--- config.mk ---
export PLATFORM = sky130hd
export DESIGN_NAME = tdi3_lane
export DESIGN_NICKNAME = d
export VERILOG_FILES = /design/src/rtl/core/tdi3_pkg.sv /design/src/rtl/core/tdi3_lane.sv
export SDC_FILE = /design/constraint.sdc
export NUM_CORES = 2
export LEC_CHECK = 0
export BUFFER_PORTS_ARGS = -buffer_cell sky130_fd_sc_hd__buf_2
export CELL_PAD_IN_SITES_DETAIL_PLACEMENT = 0
export CELL_PAD_IN_SITES_GLOBAL_PLACEMENT = 1
export CORE_ASPECT_RATIO = 0.75
export CORE_MARGIN = 4
export CORE_UTILIZATION = 50
export CTS_BUF_LIST = sky130_fd_sc_hd__clkbuf_4 sky130_fd_sc_hd__clkbuf_8 sky130_fd_sc_hd__clkbuf_16
export CTS_CLUSTER_SIZE = 8
export DETAILED_ROUTE_END_ITERATION = 8
export PLACE_DENSITY_LB_ADDON = 0.15
export SLEW_MARGIN = 20
export SYNTH_ARGS = -nofsm -noshare
export SYNTH_HDL_FRONTEND = slang
export SYNTH_SLANG_ARGS = --single-unit
export TNS_END_PERCENT = 5
--- constraint.sdc ---
create_clock -name i_clk -period 17.04 [get_ports i_clk]
set_input_delay 0.852 -clock i_clk [delete_from_list [all_inputs] [get_ports i_clk]]
set_output_delay 0.852 -clock i_clk [all_outputs]
set_load 0.02 [all_outputs]
--- src/rtl/core/tdi3_pkg.sv ---
// Shared types, widths and codes for the three-axis trapezoid dead-reckoning core.
// Used by tdi3_lane, tdi3_merge and trapezoid_double_integrator_3axis_core.
package tdi3_pkg;

    // Axis count and default acceleration width
    localparam int NUM_AXES        = 3;
    localparam int ACCEL_WIDTH_DEF = 16;

    // Fixed field and state widths
    localparam int ACC_FIELD_W = 16;
    localparam int DT_W        = 16;
    localparam int VEL_W       = 48;
    localparam int POS_W       = 64;
    localparam int POS_SHIFT   = 17;

    // Configuration reset value (about 0.05 s in Q0.16)
    localparam logic [DT_W-1:0] DT_RESET = 16'd3277;

    // Stream payload layout
    localparam int IN_DATA_W  = 56;
    localparam int RUN_BIT    = 3 * ACC_FIELD_W;
    localparam int CLEAR_BIT  = 3 * ACC_FIELD_W + 1;
    localparam int OUT_DATA_W = 200;
    localparam int SAT_BIT    = NUM_AXES * POS_W;

    // Item kinds carried in tuser
    localparam logic OP_SAMPLE  = 1'b0;
    localparam logic OP_CONTROL = 1'b1;

    // Per-lane step strobes from the sequencer
    typedef struct packed {
        logic load;
        logic clear;
        logic mul_a;
        logic vel;
        logic sum_v;
        logic mul_v;
        logic commit;
    } t_lane_ctl;

    // Per-lane state seen by the merge stage
    typedef struct packed {
        logic signed [POS_W-1:0] pos;
        logic                    sat;
    } t_lane_res;

endpackage

--- src/rtl/core/tdi3_lane.sv ---
// One axis of the trapezoid double integrator: accel history, velocity, position.
// Steps through multiply, velocity update, sum, multiply and position update.
// Depends on tdi3_pkg.
module tdi3_lane
    import tdi3_pkg::*;
#(
    parameter int ACCEL_WIDTH = ACCEL_WIDTH_DEF
) (
    input  logic                   i_clk,
    input  logic                   i_rst_n,
    input  t_lane_ctl              i_ctl,
    input  logic [ACC_FIELD_W-1:0] i_accel,
    input  logic [DT_W-1:0]        i_step_dt,
    output t_lane_res              o_res
);

    localparam int W     = ACCEL_WIDTH;
    localparam int EXT_W = (W > ACC_FIELD_W) ? W : ACC_FIELD_W;
    localparam int SA_W  = W + 1;
    localparam int PA_W  = SA_W + DT_W;
    localparam int DV_W  = PA_W - 1;
    localparam int VS_W  = ((VEL_W > DV_W + 1) ? VEL_W : DV_W + 1) + 1;
    localparam int SV_W  = VEL_W + 1;
    localparam int PV_W  = SV_W + DT_W;
    localparam int DP_W  = PV_W - POS_SHIFT;
    localparam int PS_W  = POS_W + 2;

    // Integration state
    logic signed [W-1:0]     r_last_accel;
    logic signed [VEL_W-1:0] r_vel;
    logic signed [POS_W-1:0] r_pos;
    logic                    r_sat;

    // Per-item working registers
    logic signed [W-1:0]     r_accel;
    logic [PA_W-1:0]         r_prod_a;
    logic                    r_neg_a;
    logic signed [VEL_W-1:0] r_vel_new;
    logic [SV_W-1:0]         r_mag_v;
    logic                    r_neg_v;
    logic [PV_W-1:0]         r_prod_v;

    logic [EXT_W-1:0]        w_accel_ext;
    logic signed [W-1:0]     w_accel;
    logic signed [SA_W-1:0]  w_sum_a;
    logic [SA_W-1:0]         w_mag_a;
    logic [DV_W-1:0]         w_dv;
    logic signed [VS_W-1:0]  w_dv_s;
    logic signed [VS_W-1:0]  w_vel_sum;
    logic                    w_vel_ovf;
    logic signed [VEL_W-1:0] w_vel_clip;
    logic signed [SV_W-1:0]  w_sum_v;
    logic [DP_W-1:0]         w_dp;
    logic signed [PS_W-1:0]  w_dp_s;
    logic signed [PS_W-1:0]  w_pos_sum;
    logic                    w_pos_ovf;
    logic signed [POS_W-1:0] w_pos_clip;

    // Take the low ACCEL_WIDTH bits of the field as two's complement
    assign w_accel_ext = EXT_W'(i_accel);
    assign w_accel     = $signed(w_accel_ext[W-1:0]);

    // Accel sum and its magnitude
    assign w_sum_a = SA_W'(r_last_accel) + SA_W'(r_accel);
    assign w_mag_a = w_sum_a[SA_W-1] ? SA_W'(-w_sum_a) : SA_W'(w_sum_a);

    // Velocity delta, rounded half away from zero, and clipped velocity
    assign w_dv       = DV_W'((r_prod_a + PA_W'(1)) >> 1);
    assign w_dv_s     = r_neg_a ? -$signed(VS_W'(w_dv)) : $signed(VS_W'(w_dv));
    assign w_vel_sum  = VS_W'(r_vel) + w_dv_s;
    assign w_vel_ovf  = (w_vel_sum[VS_W-1:VEL_W-1] != {(VS_W-VEL_W+1){1'b0}}) &&
                        (w_vel_sum[VS_W-1:VEL_W-1] != {(VS_W-VEL_W+1){1'b1}});
    assign w_vel_clip = !w_vel_ovf ? w_vel_sum[VEL_W-1:0] :
                        (w_vel_sum[VS_W-1] ? {1'b1, {(VEL_W-1){1'b0}}}
                                           : {1'b0, {(VEL_W-1){1'b1}}});

    // Old plus new velocity
    assign w_sum_v = SV_W'(r_vel) + SV_W'(r_vel_new);

    // Position delta, rounded half away from zero, and clipped position
    assign w_dp       = DP_W'((r_prod_v + (PV_W'(1) << (POS_SHIFT - 1))) >> POS_SHIFT);
    assign w_dp_s     = r_neg_v ? -$signed(PS_W'(w_dp)) : $signed(PS_W'(w_dp));
    assign w_pos_sum  = PS_W'(r_pos) + w_dp_s;
    assign w_pos_ovf  = (w_pos_sum[PS_W-1:POS_W-1] != 3'b000) &&
                        (w_pos_sum[PS_W-1:POS_W-1] != 3'b111);
    assign w_pos_clip = !w_pos_ovf ? w_pos_sum[POS_W-1:0] :
                        (w_pos_sum[PS_W-1] ? {1'b1, {(POS_W-1){1'b0}}}
                                           : {1'b0, {(POS_W-1){1'b1}}});

    // Integration state: clear, restart the clip flag on load, flag clips, commit
    always_ff @(posedge i_clk) begin
        if (!i_rst_n) begin
            r_last_accel <= '0;
            r_vel        <= '0;
            r_pos        <= '0;
            r_sat        <= 1'b0;
        end else if (i_ctl.clear) begin
            r_last_accel <= '0;
            r_vel        <= '0;
            r_pos        <= '0;
            r_sat        <= 1'b0;
        end else begin
            if (i_ctl.load) begin
                r_sat <= 1'b0;
            end else if (i_ctl.vel) begin
                r_sat <= r_sat | w_vel_ovf;
            end else if (i_ctl.commit) begin
                r_sat        <= r_sat | w_pos_ovf;
                r_pos        <= w_pos_clip;
                r_vel        <= r_vel_new;
                r_last_accel <= r_accel;
            end
        end
    end

    // Working registers, one step per strobe
    always_ff @(posedge i_clk) begin
        if (i_ctl.load) begin
            r_accel <= w_accel;
        end
        if (i_ctl.mul_a) begin
            r_prod_a <= PA_W'(w_mag_a) * PA_W'(i_step_dt);
            r_neg_a  <= w_sum_a[SA_W-1];
        end
        if (i_ctl.vel) begin
            r_vel_new <= w_vel_clip;
        end
        if (i_ctl.sum_v) begin
            r_mag_v <= w_sum_v[SV_W-1] ? SV_W'(-w_sum_v) : SV_W'(w_sum_v);
            r_neg_v <= w_sum_v[SV_W-1];
        end
        if (i_ctl.mul_v) begin
            r_prod_v <= PV_W'(r_mag_v) * PV_W'(i_step_dt);
        end
    end

    assign o_res.pos = r_pos;
    assign o_res.sat = r_sat;

endmodule

# Word level (Yosys, flattened, before mapping)
# Cells that the tools add are included.
[word_totals]
reg_bits = 342
input_bits = 41
word_cells = 49
out_inout_bits = 65
[classes]
bitwise = 5
n_eq_ne = 2
addsub = 10
reduce_logical = 8
mux = 10
multipliers = 2
[ops]
columns = ["cell", "count"]
rows = [
  ["two-way mux 48 bit", 3],
  ["two-way mux 64 bit", 2],
  ["adder 64 x 66 -> 66 bit", 1],
  ["two-way mux 66 bit", 1],
  ["negation 48 -> 66 bit", 1],
  ["adder 65 x 17 -> 65 bit (second input constant)", 1],
  ["multiplier 49 x 16 -> 65 bit", 1],
  ["adder 48 x 48 -> 49 bit", 1],
  ["adder 48 x 49 -> 49 bit", 1],
  ["two-way mux 49 bit", 1],
  ["negation 32 -> 49 bit", 1],
  ["negation 49 bit", 1],
  ["adder 33 x 1 -> 33 bit (second input constant)", 1],
  ["multiplier 17 x 16 -> 33 bit", 1],
  ["adder 16 x 16 -> 17 bit", 1],
  ["two-way mux 17 bit", 1],
  ["negation 17 bit", 1],
  ["nonzero test 2 bit", 2],
  ["!= test 3 bit (second input constant)", 1],
  ["inverter 1 bit", 3],
  ["AND reduction 3 bit", 1],
  ["nonzero test 3 bit", 1],
  ["OR reduction 3 bit", 1],
  ["logical AND 1 bit", 2],
  ["4 further kinds", 6],
]

# Logic depth before layout (Yosys ltp)
[depth]
word_depth = 9
ltp_mapped = 42
ltp_nobuf = 38

# Least setup slack after synthesis
# OpenSTA, ideal clock, no wires.
[synth_path]
kind = "reg-to-reg"
start = "register r_accel[0]"
end = "register r_prod_a[31], data pin"
path_stages_with_launch = 43
required_time_ps = 16780
t_arrival_ps = 9213
path_buffers = 5
slack_ps = 7567
setup_ps = 260
period_less_slack_ps = 9473
path_cell_list = "edfxtp_1 ha_1 inv_1 fa_1 nor2b_1 o21ai_0 a21boi_0 o21a_1 o211a_1 o211a_1 nor3_1 o31ai_1 o22a_1 clkbuf_1 inv_1 clkbuf_1 o21a_1 clkbuf_1 [7 not listed] fa_1 fa_1 inv_1 fa_1 inv_1 ha_1 clkbuf_1 a21o_1 a21o_1 a21oi_1 o21bai_1 a21o_1 a21o_1 a21oi_1 a31oi_1 o31ai_1 mux2i_1 nand2_1"
[synth_between]
elab_chain_cells = 4
[synth_rtl]
columns = ["element", "line_no", "source"]
rows = [
  ["from (decl)", "tdi3_lane.sv:35", "logic signed [W-1:0] r_accel;"],
  ["from (signal assigned)", "tdi3_lane.sv:119", "r_accel <= w_accel;"],
  ["adder 16 x 16 -> 17 bit *", "tdi3_lane.sv:64", "assign w_sum_a = SA_W'(r_last_accel) + SA_W'(r_accel);"],
  ["net w_sum_a[16]", "tdi3_lane.sv:45", "logic signed [SA_W-1:0] w_sum_a;"],
  ["negation 17 bit", "tdi3_lane.sv:65", "assign w_mag_a = w_sum_a[SA_W-1] ? SA_W'(-w_sum_a) : SA_W'(w_sum_a);"],
  ["two-way mux 17 bit *", "tdi3_lane.sv:65", ""],
  ["multiplier 17 x 16 -> 33 bit *", "tdi3_lane.sv:122", "r_prod_a <= PA_W'(w_mag_a) * PA_W'(i_step_dt);"],
  ["to (signal assigned)", "tdi3_lane.sv:122", ""],
  ["to (decl)", "tdi3_lane.sv:36", "logic [PA_W-1:0] r_prod_a;"],
]
# Mark *: on every way through the listed nets, which the timed path passes. The rest lies on a longest branch.
# A chain may end at the register's enable or synchronous reset.

# Worst setup path after layout
[layout_path]
start = "register r_accel[0]"
end = "register r_prod_a[32], data pin"
[layout_between]
elab_chain_cells = 4
[layout_rtl]
columns = ["element", "line_no"]
rows = [
  ["adder 16 x 16 -> 17 bit *", "tdi3_lane.sv:64"],
  ["negation 17 bit", "tdi3_lane.sv:65"],
  ["two-way mux 17 bit *", "tdi3_lane.sv:65"],
  ["multiplier 17 x 16 -> 33 bit *", "tdi3_lane.sv:122"],
]
# Mark *: on every way between the ends. The rest lies on a longest branch, timed or not.

==> metrics.txt <==
status=complete, no violations; final net count=8126; critical path type=flip-flop to flip-flop; Mapped Cells=6971; core area=118400 sq um; Tmin final=11.00 ns; Inserted Clock Buffers=47; Final period util=0.6455; Critical Path End Type=flip-flop; clk buf depth=3; Critical Path Stages=35; Clock Skew=0.05952 ns; top-count cell post-synth=nand2_1; H-tree Lvls=2; count of input and output buffers=105; Seq/Total Area, Yosys=0.1420; placed cell areas=61400 sq um; largest area contributor in the netlist=fa_1; number of global-route vias before repair=49760; total gr overflow=0; Synth Flop Type=edfxtp_1; Initial Utilization=0.5057; critical path arrival=11.39 ns; #FFs+latches synth=326; synthesized cell area=59860 sq um; synthesized area per cell=8.587 sq um; Synth cell types=93; most frequent CP cell=fa_1; Routability Congestion=0.8998; die height=307.7 um; first-pass GRT wire length=293500 um; CP top delay family=compound AO/OA/AOI/OAI gates; Slew HR=0.09168; Reg clk slew, reported paths=0.05 ns; CP max stage delay=0.77 ns; FF-to-FF End=r_prod_a[32]; fmax=90.91 MHz; CTS tree=yes; post_cts resized=0; Clock Tree Root=clkbuf_16; Fin Hold WS=0.4096 ns; synth cell count leaders=nand2_1 (956), inv_1 (891), fa_1 (867), a21oi_1 (435), ha_1 (422); synth top area cells=fa_1 (29%), edfxtp_1 (9.9%), ha_1 (8.8%); IO Pins=106; GRT Total Usage=0.2958; Hold-fix buffers, CTS=0; Die W=407.5 um; hold endpoint=r_accel[15]; slew of the pin with the lowest slew margin=1.341 ns; layout cells sized above 1=0.05254; hold crit path type=primary input to flip-flop; setup violators final=0; DR vias=49350; Min-Delay Startpoint=i_accel[15]; DR pass1 iterations=6; via/cell ratio=5.883; Post-synth EDFFs=197; Slew Limit Fails=0; clk_lat worst skew=0.65 ns; Slowest-stage cell, CP=o21a_1; Worst Reg2Reg Path Length in Cells=35; CTS sink count=326; initial antenna violation count=7; data required time of the worst path=17.43 ns; Die Area=125400 sq um; syn_nets=8301; crit-path max FO=26; unrepaired setup endpoints after global routing=false; Final ANT Viol Nets=0; Avg WL per Cell=22.12 um; drt total wl=185600 um; worst path bufs/invs=5; Worst R2R Start=r_accel[0]; CP Launch Type=flip-flop; # DRC=0; largest net degree at the start of global routing=68; setup bufs post-CTS=0; row cnt=109; Initial DRC Count=3809; Hold Path Stages=1; Post-DP HPWL=143900 um; reg2reg setup slack=6.04 ns; top-area cell type share of the netlist area=0.2899; final setup TNS=0 ns; ys async rst share=0; area grow syn2layout=5.248%; max cap viols=0; Post-Layout Inst Area=63000 sq um; Syn. warnings=0; Final Hold Violating Endpoints=0
per-stage QoR:
stage          setup slack (ns)    util  cells
3_5_place_dp              6.094  0.5187   8300
4_1_cts                   6.095  0.5318   8386
5_1_grt                   5.145  0.5322   8387
6_report                  6.040  0.5322   8388
3_3_place_gp              6.353  0.5185   8299
2_1_floorplan             7.567       -   6971
flip-flops by register name, indices dropped and copies added (netlist names), 16 cells and up:
register      cells
r_pos            64
r_mag_v          49
r_prod_v         49
r_vel            48
r_vel_new        48
r_prod_a         33
r_accel          16
r_last_accel     16
cells by family (layout without fill, tap and decap cells):
group,after synthesis,count (layout),synth area share
buffers and inverters,1292,1154,0.08233
muxes,33,33,0.005769
xor gates and xnor gates,424,424,0.06229
and+or+nand+nor,2054,2054,0.1668
other,0,1,0
DFF,326,326,0.1420
adders and majority gates,1300,1300,0.3800
AOI/OAI and AO/OA,1542,1542,0.1609
layout make-up:
cell class | count | area [sq um]
Inverter | 893 | 3352
Fill cell | 11110 | 55380
Timing Repair Buffer | 175 | 1089
Antenna cell | 1 | 2.502
Clock buffer | 84 | 1496
Sequential cell | 326 | 8498
Clock inverter | 2 | 50.05
Tap cell | 1554 | 1944
Multi-Input combinational cell | 5353 | 46570
layer usage:
| layer | up-vias | track usage | wire, um |
|---|---|---|---|
| met5 | - | 0 | 13 |
| met4 | 2 | 0.08935 | 6193 |
| met3 | 260 | 0.06851 | 16810 |
| met2 | 1852 | 0.4416 | 78230 |
| met1 | 24400 | 0.4287 | 84330 |
| li1 | 22830 | - | - |
how the worst max path moves through the flow:
stage	slack (ns)	endpoint	startpoint
global route	5.14	r_prod_a[32]	r_accel[0]
global placement	6.35	r_prod_a[32]	r_accel[0]
floorplan	7.57	r_prod_a[31]	r_accel[0]
detailed placement	6.09	r_prod_a[32]	r_accel[0]
finish	6.04	r_prod_a[32]	r_accel[0]
CTS	6.09	r_prod_a[32]	r_accel[0]
layout by cell type, fill, tap and decap left out, types with 45 or more instances in the layout:
cell type	n
nand2b_1	45
a21o_1	164
nand4_1	100
clkbuf_16	48
nand2_1	956
nor3_1	84
o21ai_0	420
ha_1	422
fa_1	867
nand3_1	106
o21a_1	101
a21oi_1	434
and2_1	287
buf_2	100
xnor2_1	276
and3_1	46
edfxtp_1	197
o21bai_1	48
nor2_1	197
a31oi_1	50
inv_1	891
a21boi_0	54
dfxtp_1	129
buf_4	73
xor2_1	143
Power is not shown: default switching activity piles up to over one toggle a cycle in this logic, so the estimate is an artifact.
