$ cat src/rtl/core/tdi3_pkg.sv
// Shared types, widths and codes for the three-axis trapezoid dead-reckoning core.
// Used by tdi3_lane, tdi3_merge and trapezoid_double_integrator_3axis_core.
package tdi3_pkg;

    // Axis count and default acceleration width
    localparam int NUM_AXES        = 3;
    localparam int ACCEL_WIDTH_DEF = 16;

    // Fixed field and state widths
    localparam int ACC_FIELD_W = 16;
    localparam int DT_W        = 16;
    localparam int VEL_W       = 48;
    localparam int POS_W       = 64;
    localparam int POS_SHIFT   = 17;

    // Configuration reset value (about 0.05 s in Q0.16)
    localparam logic [DT_W-1:0] DT_RESET = 16'd3277;

    // Stream payload layout
    localparam int IN_DATA_W  = 56;
    localparam int RUN_BIT    = 3 * ACC_FIELD_W;
    localparam int CLEAR_BIT  = 3 * ACC_FIELD_W + 1;
    localparam int OUT_DATA_W = 200;
    localparam int SAT_BIT    = NUM_AXES * POS_W;

    // Item kinds carried in tuser
    localparam logic OP_SAMPLE  = 1'b0;
    localparam logic OP_CONTROL = 1'b1;

    // Per-lane step strobes from the sequencer
    typedef struct packed {
        logic load;
        logic clear;
        logic mul_a;
        logic vel;
        logic sum_v;
        logic mul_v;
        logic commit;
    } t_lane_ctl;

    // Per-lane state seen by the merge stage
    typedef struct packed {
        logic signed [POS_W-1:0] pos;
        logic                    sat;
    } t_lane_res;

endpackage

$ cat src/rtl/core/tdi3_merge.sv
// Merge stage: combines the lane positions and clip flags into one result
// transaction and holds it in the output register. Depends on tdi3_pkg.
module tdi3_merge
    import tdi3_pkg::*;
(
    input  logic                  i_clk,
    input  logic                  i_rst_n,
    input  logic                  i_load,
    input  t_lane_res             i_res [NUM_AXES],
    output logic                  o_free,
    output logic                  o_m_axis_tvalid,
    input  logic                  i_m_axis_tready,
    // fields from bit 0: pos_x[63:0], pos_y, pos_z, saturated, zero fill
    output logic [OUT_DATA_W-1:0] o_m_axis_tdata
);

    logic                  r_valid;
    logic [OUT_DATA_W-1:0] r_data;
    logic                  w_any_sat;
    logic [OUT_DATA_W-1:0] w_packed;

    // Combine the lane clip flags
    always_comb begin
        w_any_sat = 1'b0;
        for (int i = 0; i < NUM_AXES; i++) begin
            w_any_sat = w_any_sat | i_res[i].sat;
        end
    end

    // Pack positions and flag
    always_comb begin
        w_packed = '0;
        for (int i = 0; i < NUM_AXES; i++) begin
            w_packed[i*POS_W +: POS_W] = i_res[i].pos;
        end
        w_packed[SAT_BIT] = w_any_sat;
    end

    assign o_free = !r_valid || i_m_axis_tready;

    // Output register valid: set on load, drop when taken
    always_ff @(posedge i_clk) begin
        if (!i_rst_n) begin
            r_valid <= 1'b0;
        end else if (i_load) begin
            r_valid <= 1'b1;
        end else if (i_m_axis_tready) begin
            r_valid <= 1'b0;
        end
    end

    // Output payload: hold until the next load
    always_ff @(posedge i_clk) begin
        if (i_load) begin
            r_data <= w_packed;
        end
    end

    assign o_m_axis_tvalid = r_valid;
    assign o_m_axis_tdata  = r_data;

endmodule

$ cat config.mk
export PLATFORM = sky130hd
export DESIGN_NAME = tdi3_merge
export DESIGN_NICKNAME = d
export VERILOG_FILES = /design/src/rtl/core/tdi3_pkg.sv /design/src/rtl/core/tdi3_merge.sv
export SDC_FILE = /design/constraint.sdc
export NUM_CORES = 1
export LEC_CHECK = 0
export BUFFER_PORTS_ARGS = -buffer_cell sky130_fd_sc_hd__buf_2
export CAP_MARGIN = 5
export CORE_AREA = 10 10 147 149
export DETAILED_ROUTE_END_ITERATION = 8
export DIE_AREA = 0 0 157 159
export SETUP_SLACK_MARGIN = 0.4
export SLEW_MARGIN = 10
export SYNTH_ARGS = -nofsm -noshare
export SYNTH_HDL_FRONTEND = slang
export SYNTH_SLANG_ARGS = --single-unit
$ cat constraint.sdc
create_clock -name i_clk -period 0.95 [get_ports i_clk]
set_input_delay 0.095 -clock i_clk [delete_from_list [all_inputs] [get_ports i_clk]]
set_output_delay 0.095 -clock i_clk [all_outputs]
set_load 0.05 [all_outputs]
# ---- Word-level counts from Yosys, hierarchy flattened
# Cells that the tools add are included.
dict set report word_totals {
  regBits 194
  input_bits 199
  output_inout_bits 202
}
dict set report classes {
  muxes 2
  n_bitwise 2
  reduce_logical 3
}
# operator n
set ops {}
lappend ops {{$mux 1} 2}
lappend ops {{$or 1x1->1} 2}
lappend ops {{$reduce_bool 2->1} 1}
lappend ops {{$logic_not 1->1} 1}
lappend ops {{$logic_or 1x1->1} 1}

# ---- Logic depth before layout (Yosys ltp)
# Gate-level depths: netlist of the first run.
dict set report depth {
  depth_word 2
  ltp_mapped 2
  ltp_nobuf 2
}

# ---- Worst setup path before layout of the first run
# OpenSTA, ideal clock, no wires.
dict set report synth_path {
  path_type {flip-flop to flip-flop}
  from {reg, netlist name o_m_axis_tvalid}
  to {reg r_valid (netlist: o_m_axis_tvalid)}
  setup_ps 76
  t_arrival_ps 1054
  required_ps 874
  path_slack_ps -180
  stages_incl_launch_ff 3
  n_path_buf 0
  period_less_slack_ps 1130
  path_cell_list {dfxtp_1 nand2b_4 a21boi_0}
}
# element line
set synth_rtl {}
lappend synth_rtl {{end signal, assigned} tdi3_merge.sv:44} ;# r_valid <= 1'b0;
lappend synth_rtl {{end signal, assigned} tdi3_merge.sv:46} ;# r_valid <= 1'b1;
lappend synth_rtl {{end signal, assigned} tdi3_merge.sv:48} ;# r_valid <= 1'b0;
lappend synth_rtl {{end, declared} tdi3_merge.sv:17} ;# logic r_valid;

# ---- Final worst setup path of the first run
dict set report layout_path {
  from {reg r_data[134] (netlist: o_m_axis_tdata[134])}
  to {out o_m_axis_tdata[134]}
}
# element line
set layout_rtl {}
lappend layout_rtl {{start, declared} tdi3_merge.sv:18} ;# logic [OUT_DATA_W-1:0] r_data;
lappend layout_rtl {{start signal, assigned} tdi3_merge.sv:55} ;# r_data <= w_packed;
lappend layout_rtl {{end, declared} tdi3_merge.sv:14} ;# output logic [OUT_DATA_W-1:0] o_m_axis_tdata
# No word-level cell between the ends.

==> run summary, run 1 <==
The flow ran to the end, but the final reports show violations. The final reports fail on hold timing, setup timing. The most numerous cell in the Yosys netlist is edfxtp_1. The fraction of post-synthesis cell area in the top cell type by area is 98.2%.

The share of flip-flops with an asynchronous set or reset after synthesis came out at 0%. The H-tree level count came out at 4. The number of buffers added on ports is 393.

The arrival time of data at the critical path endpoint is 1.02 ns. The cell count of the worst reg-to-reg path is 3. The post-synthesis xor/xnor area fraction came out at 0%. The height of the chip is 159 um. The first global-routing pass estimated 29,500 um of wire. The via count of the first global-routing pass was 4,629. Ranked by total cell area, the synthesized netlist is headed by edfxtp_1, buf_4, dfxtp_1, nand2b_4, a21boi_0.

In this run the count of I/O pins placed on the die edge is 401. The synthesized-area fraction occupied by ao, oa, aoi and oai cells is 0.127%. Setup violations remaining at the end of the flow were counted as 195. The synthesized-area fraction occupied by adder cells is 0%. The HPWL after detailed placement is 15,000 um. The cell area after synthesis is 0.00590 mm^2. Following the worst setup path forward leads to its endpoint at o_m_axis_tdata[134]. The worst IR drop on VDD came out at 1.11 mV. The post-placement cell area came out at 0.00825 mm^2. The initial standard-cell utilization of the core is 31.8%.

The synthesized instance count is 206. The initial antenna violation count is 0. The routability congestion estimate from global placement came out at 0.764.

The first element of the critical path is o_m_axis_tdata[134]. The layout-stage area growth over the synthesis result came out at 93.3%. The type of the tightest min-delay check is in2reg.

Synthesis instantiated 8 different standard cells from the library. The total number of placement rows came out at 50. The count of warnings emitted by yosys is 0. The critical path goes through buf_6. The endpoint identified for the worst register-to-register timing path is o_m_axis_tvalid.

The peak per-stage delay on the critical path is 0.42 ns. The TritonCTS clock tree is yes. The total count of hold-check failures in the final report came out at 78. The number of antenna-violating nets in the routed design is 0.

For the worst-skew pair, the clock arrives at the later sink with an insertion delay of 0.41 ns. For this design, the slowest cell found on the critical path is edfxtp_1. The primary flip-flop cell chosen by synthesis mapping is edfxtp_1. The power per unit of standard cell area is 1970 mW/mm^2.

The DRC marker count from the first detailed-route iteration came out at 181. The startpoint type of the worst setup path is a register. The maximum number of buffers from clock root to sink is 2. The portion of synthesized area spent on multiplexers is 0%. The via density per instance came out at 4.25. The clock period minus worst slack is 1.11 ns. The via count is 4,207.

The final global-route overflow total came out at 0. The worst hold path begins at i_res[70]. The largest total area in the synthesized netlist belongs to edfxtp_1. The total power after layout came out at 22.5 mW. Setup repair after global routing could not meet its margin everywhere. The number of gates on the worst path with buffers counted came out at 1. The routed wire length per instance is 21.5 um. The maximum fanout along the worst path came out at 1. The post-route fraction of the period consumed by the critical path is 117%. The tightest hold path in the finished design has a slack of -0.141 ns. By count the netlist is led by edfxtp_1, buf_4. The slack of the critical path came out at -0.164 ns.

The startpoint identified for the worst register-to-register timing path is o_m_axis_tvalid. The first detailed-routing pass took 5 iterations. The critical path's top delay family is flip-flops. The count of state elements after synthesis came out at 194. The analysis attributes to cell leakage a power of 5.41 nW.

The floorplan step defined a die boundary enclosing 0.0250 mm^2. After synthesis, the largest family of logic cells by area is buffers and inverters. The share of synthesized area occupied by flip-flops and latches is 98.5%. For this block, the routed nets add up to 21,200 um of wire. The total routing resource utilization after global routing is 15.7%.

The final standard cell area without fillers came out at 0.0114 mm^2. Data on the critical path is required at its endpoint by 0.85 ns. The clock transition at the register clock pins on the worst setup and hold paths after CTS came out at 0.07 ns. The simple-gate share of the synthesized area came out at 0.339%. The tree is rooted in a clkbuf_16.

The floorplan core area came out at 0.0186 mm^2. The worst setup path is captured at an output pin. The number of antenna cells inserted came out at 0. The total clock buffers created by CTS is 17. The share of the core filled with cells is 61.4%. The post-synthesis area per instance came out at 28.7 um^2. Of the cells placed in the final design, the portion with a size suffix greater than 1 is 57.8%. The maximum number of pins on one net before global-route repair came out at 48. The die is 157 um wide. The final layout contains 943 nets. The cell depth of the worst min-delay path is 1. The final max-slew violation count came to 0. The kind of critical path is reg2out. The sum of buffers and inverters on the critical path came out at 1. The number of maximum-capacitance violations came out at 0. The register-to-register setup slack is 0.17 ns. For this run, design rule violations remaining after detail routing come to 0.

For the final database, setup skew stands at 0 ns. The number of sinks handled by clock tree synthesis is 194. The timing-limited maximum frequency is 898 MHz. The number of enable-type register cells in the synthesized netlist is 193.
-- where the power goes --
| group | total (mW) | internal [mW] | leakage, nW | switching (mW) |
|---|---|---|---|---|
| sequential | 10.5 | 10.2 | 1.90 | 0.331 |
| combinational | 5.06 | 1.91 | 3.25 | 3.15 |
| clock | 6.88 | 3.69 | 0.270 | 3.19 |
| total | 22.5 | 15.8 | 5.41 | 6.67 |
-- worst reg2reg max path, stage by stage (launching register included) --
cell and delay (ns):
dfxtp_4 0.38, nand2b_4 0.07, buf_6 0.12, a21boi_2 0.14
-- worst min path at each step --
stage                                endpoint  slack, ns
after floorplan             o_m_axis_tdata[0]       0.19
after global placement    o_m_axis_tdata[161]       0.27
after detailed placement   o_m_axis_tdata[15]       0.27
after CTS                  o_m_axis_tdata[35]      -0.16
after global routing       o_m_axis_tdata[68]      -0.16
final                      o_m_axis_tdata[68]      -0.14
-- registers in the layout, summed over array words and instances (netlist names) --
| signal | flops |
|---|---|
| o_m_axis_tdata | 193 |
| o_m_axis_tvalid | 1 |
-- cell type report --
class	count	area, um^2
clock buffer	17	425
clock inverter	14	143
fill	1298	7170
inverter	1	3.75
multi-input combinational	10	57.6
sequential	194	5820
tap	234	293
timing repair buffer	520	4670
-- kinds of logic (layout without fill, tap and decap cells) --
group,Yosys count,after routing
simple gates,2,2
compound gates,1,1
flops,194,194
buf+inv,8,552
other cells,1,7
-- placed cells by master (no fill, tap or decap) --
master	n
inv_8	3
dlymetal6s4s_1	78
buf_4	8
buf_8	2
bufinv_16	1
dlygate4sd3_1	38
or3_1	1
dfxtp_4	1
conb_1	7
inv_6	4
clkinv_1	1
nand2b_4	1
buf_6	194
a21boi_2	1
buf_12	2
edfxtp_1	193
clkinv_4	2
clkbuf_16	17
inv_1	1
buf_2	197
clkinvlp_4	3
clkbuf_8	1
-- metrics by stage --
step / hold WS [ns] / worst slack [ns] / TNS, ns / cells
after global routing: -0.163 / -0.204 / -31.02 / 990
after global placement: 0.272 / 0.0318 / 0 / 842
after floorplan: 0.194 / 0.162 / 0 / 212
final: -0.141 / -0.164 / -22.48 / 990
after CTS: -0.163 / -0.185 / -26.65 / 967
after detailed placement: 0.273 / 0.00828 / 0 / 842
-- metal layers --
metal / vias up / wire length, um / track usage, %
met1: 2036 / 7070 / 15.7
met5: - / 0 / 0
li1: 1890 / - / -
met3: 29 / 2350 / 7.61
met4: 0 / 497 / 5.24
met2: 252 / 11300 / 27.7
-- timing repair --
item,CTS,global route
pin swaps,0,1
gates resized for setup,391,81
setup buffers,0,1
hold buffers,94,22
endpoints found under the hold margin,194,100
endpoints found under the setup margin,196,274
cloned,0,0
Note: power is estimated with default switching activity, not from simulation.
==> run 2, diff against run 1 <==
--- a/config.mk
+++ b/config.mk
@@ -5,11 +5,11 @@
 export SDC_FILE = /design/constraint.sdc
 export NUM_CORES = 1
 export LEC_CHECK = 0
-export BUFFER_PORTS_ARGS = -buffer_cell sky130_fd_sc_hd__buf_2
 export CAP_MARGIN = 5
-export CORE_AREA = 10 10 147 149
+export CORE_AREA = 10 10 149 151
 export DETAILED_ROUTE_END_ITERATION = 8
-export DIE_AREA = 0 0 157 159
+export DIE_AREA = 0 0 159 161
+export DONT_BUFFER_PORTS = 1
 export SETUP_SLACK_MARGIN = 0.4
 export SLEW_MARGIN = 10
 export SYNTH_ARGS = -nofsm -noshare
==> run 2 against run 1 <==
The run now fails in clock tree synthesis. Synthesized cell count did not move. Area after synthesis did not move.
==> run summary, run 2 <==
The height of the chip is 161 um. The flow did not finish. For this run, the number of Yosys warnings is 0.

Buffers inserted to repair hold after CTS numbered 140. In this run the post-CTS setup repair buffer count came out at 0. The detailed-placement wirelength estimate came out at 13,300 um. The number of cells upsized or downsized after cts came out at 195. The number of enable-type register cells in the synthesized netlist is 193. Clock tree synthesis selected as its root buffer the cell clkbuf_16. The cell area after synthesis is 0.00590 mm^2. The die extent in x is 159 um.

The number of sinks handled by clock tree synthesis is 194. The fraction of post-synthesis cell area in the top cell type by area is 98.2%. The initial standard-cell utilization of the core came out at 30.7%.

The first error in the log reads "[ERROR RSZ-0060] Max buffer count reached". Counting instances in the post-synthesis netlist gives the leading cell types as edfxtp_1, buf_4. In the post-synthesis netlist, the biggest area contributors are edfxtp_1, buf_4, dfxtp_1, nand2b_4, a21boi_0. The total clock buffers created by CTS is 17.

The most common cell in the synthesized netlist is edfxtp_1. For this run, the leading register cell type out of synthesis is edfxtp_1. The total placed cells including tap cells came out at 664. The number of distinct library cells after synthesis is 8. The I/O pin count is 401. The count of state elements after synthesis came out at 194.

The routability congestion estimate from global placement is 0.698. The H-tree level count came out at 4. The synthesized instance count came out at 206.

No sink is reached through more buffers than the 2 on the longest clock path. The share of flip-flops with an asynchronous set or reset after synthesis is 0%. The synthesized design spends more area on one cell type than any other, namely edfxtp_1. The count of buffers added on input and output ports is 0. The post-synthesis area per instance is 28.7 um^2.

Row generation in the floorplan step produced 51 rows. The share of synthesized area occupied by flip-flops and latches is 98.5%. The last stage the flow got to is clock tree synthesis. The worst slack at placement came out at 0.223 ns.
[run 2: cells by family after synthesis]
family          Yosys count  share of synthesized area (%)
compound gates            1                          0.127
buf+inv                   8                          0.954
flops                   194                           98.5
other cells               1                         0.0635
simple gates              2                          0.339
[run 2: metrics by stage]
step	hold WS, ns	utilization (%)	area [um^2]
after floorplan	0.194	-	5930
after global placement	0.194	39.9	7660
after detailed placement	0.194	39.9	7660
==> run 3, diff against run 2 <==
--- a/config.mk
+++ b/config.mk
@@ -6,11 +6,11 @@
 export NUM_CORES = 1
 export LEC_CHECK = 0
 export CAP_MARGIN = 5
-export CORE_AREA = 10 10 149 151
+export CORE_AREA = 10 10 148 150
 export DETAILED_ROUTE_END_ITERATION = 8
-export DIE_AREA = 0 0 159 161
+export DIE_AREA = 0 0 158 160
 export DONT_BUFFER_PORTS = 1
-export SETUP_SLACK_MARGIN = 0.4
+export PLACE_DENSITY_LB_ADDON = 0.15
 export SLEW_MARGIN = 10
 export SYNTH_ARGS = -nofsm -noshare
 export SYNTH_HDL_FRONTEND = slang
==> run 3 against run 2 <==
The run again fails in clock tree synthesis. Synthesized cell count did not move. Area after synthesis did not move.
==> run summary, run 3 <==
The commonest cells after synthesis are edfxtp_1, buf_4. Of all flip-flops after synthesis, the portion carrying an async set or reset was 0%. The fraction of post-synthesis cell area in the top cell type by area is 98.2%. Among all cell types in the netlist, the one instantiated most often is edfxtp_1. The synthesized instance count came out at 206.

The count of warnings emitted by yosys is 0. The post-synthesis area per instance came out at 28.7 um^2. The I/O pin count came out at 401. The worst slack at placement came out at 0.223 ns. Of the synthesized area, sequential elements account for 98.5%. The H-tree level count came out at 4. The cell area that synthesis handed to floorplanning was 0.00590 mm^2. The number of sinks handled by clock tree synthesis is 194. Ranked by total cell area, the synthesized netlist is headed by edfxtp_1, buf_4, dfxtp_1, nand2b_4, a21boi_0. Post-CTS timing repair inserted 0 buffers for setup. The total number of placement rows came out at 51. The clock root buffer is clkbuf_16.

The number of cells upsized or downsized after cts came out at 195. The number of distinct library cells after synthesis is 8. The routability congestion estimate from global placement is 0.754. The last stage the flow got to is clock tree synthesis. The flow did not finish. The quantity of hold-fixing buffers added after cts is 135.

The total clock buffers created by CTS came out at 17. The initial standard-cell utilization of the core is 30.9%. In this run, synthesis inferred 193 flip-flops with an integrated enable.

The detailed-placement wirelength estimate came out at 13,700 um. The primary flip-flop cell chosen by synthesis mapping is edfxtp_1. The number of buffers added on ports came out at 0. The height of the chip is 160 um. The tool reported: "[ERROR RSZ-0060] Max buffer count reached". The maximum number of buffers from clock root to sink came out at 2.

The count of state elements after synthesis is 194. Summed over all instances, the cell type with the most area after synthesis is edfxtp_1. The die is 158 um wide.
run 3: cell counts after synthesis:
No cell type changed its count.
run 3: cell families after synthesis:
group	count (synthesis)	synth area share [%]
DFF	194	98.5
buffers and inverters	8	0.954
and+or+nand+nor	2	0.339
AOI/OAI and AO/OA	1	0.127
other	1	0.0635
run 3: stage by stage:
stage	instances	instance area, um^2	hold slack [ns]
global placement	638	7650	0.194
detailed placement	638	7650	0.194
floorplan	212	5930	0.194
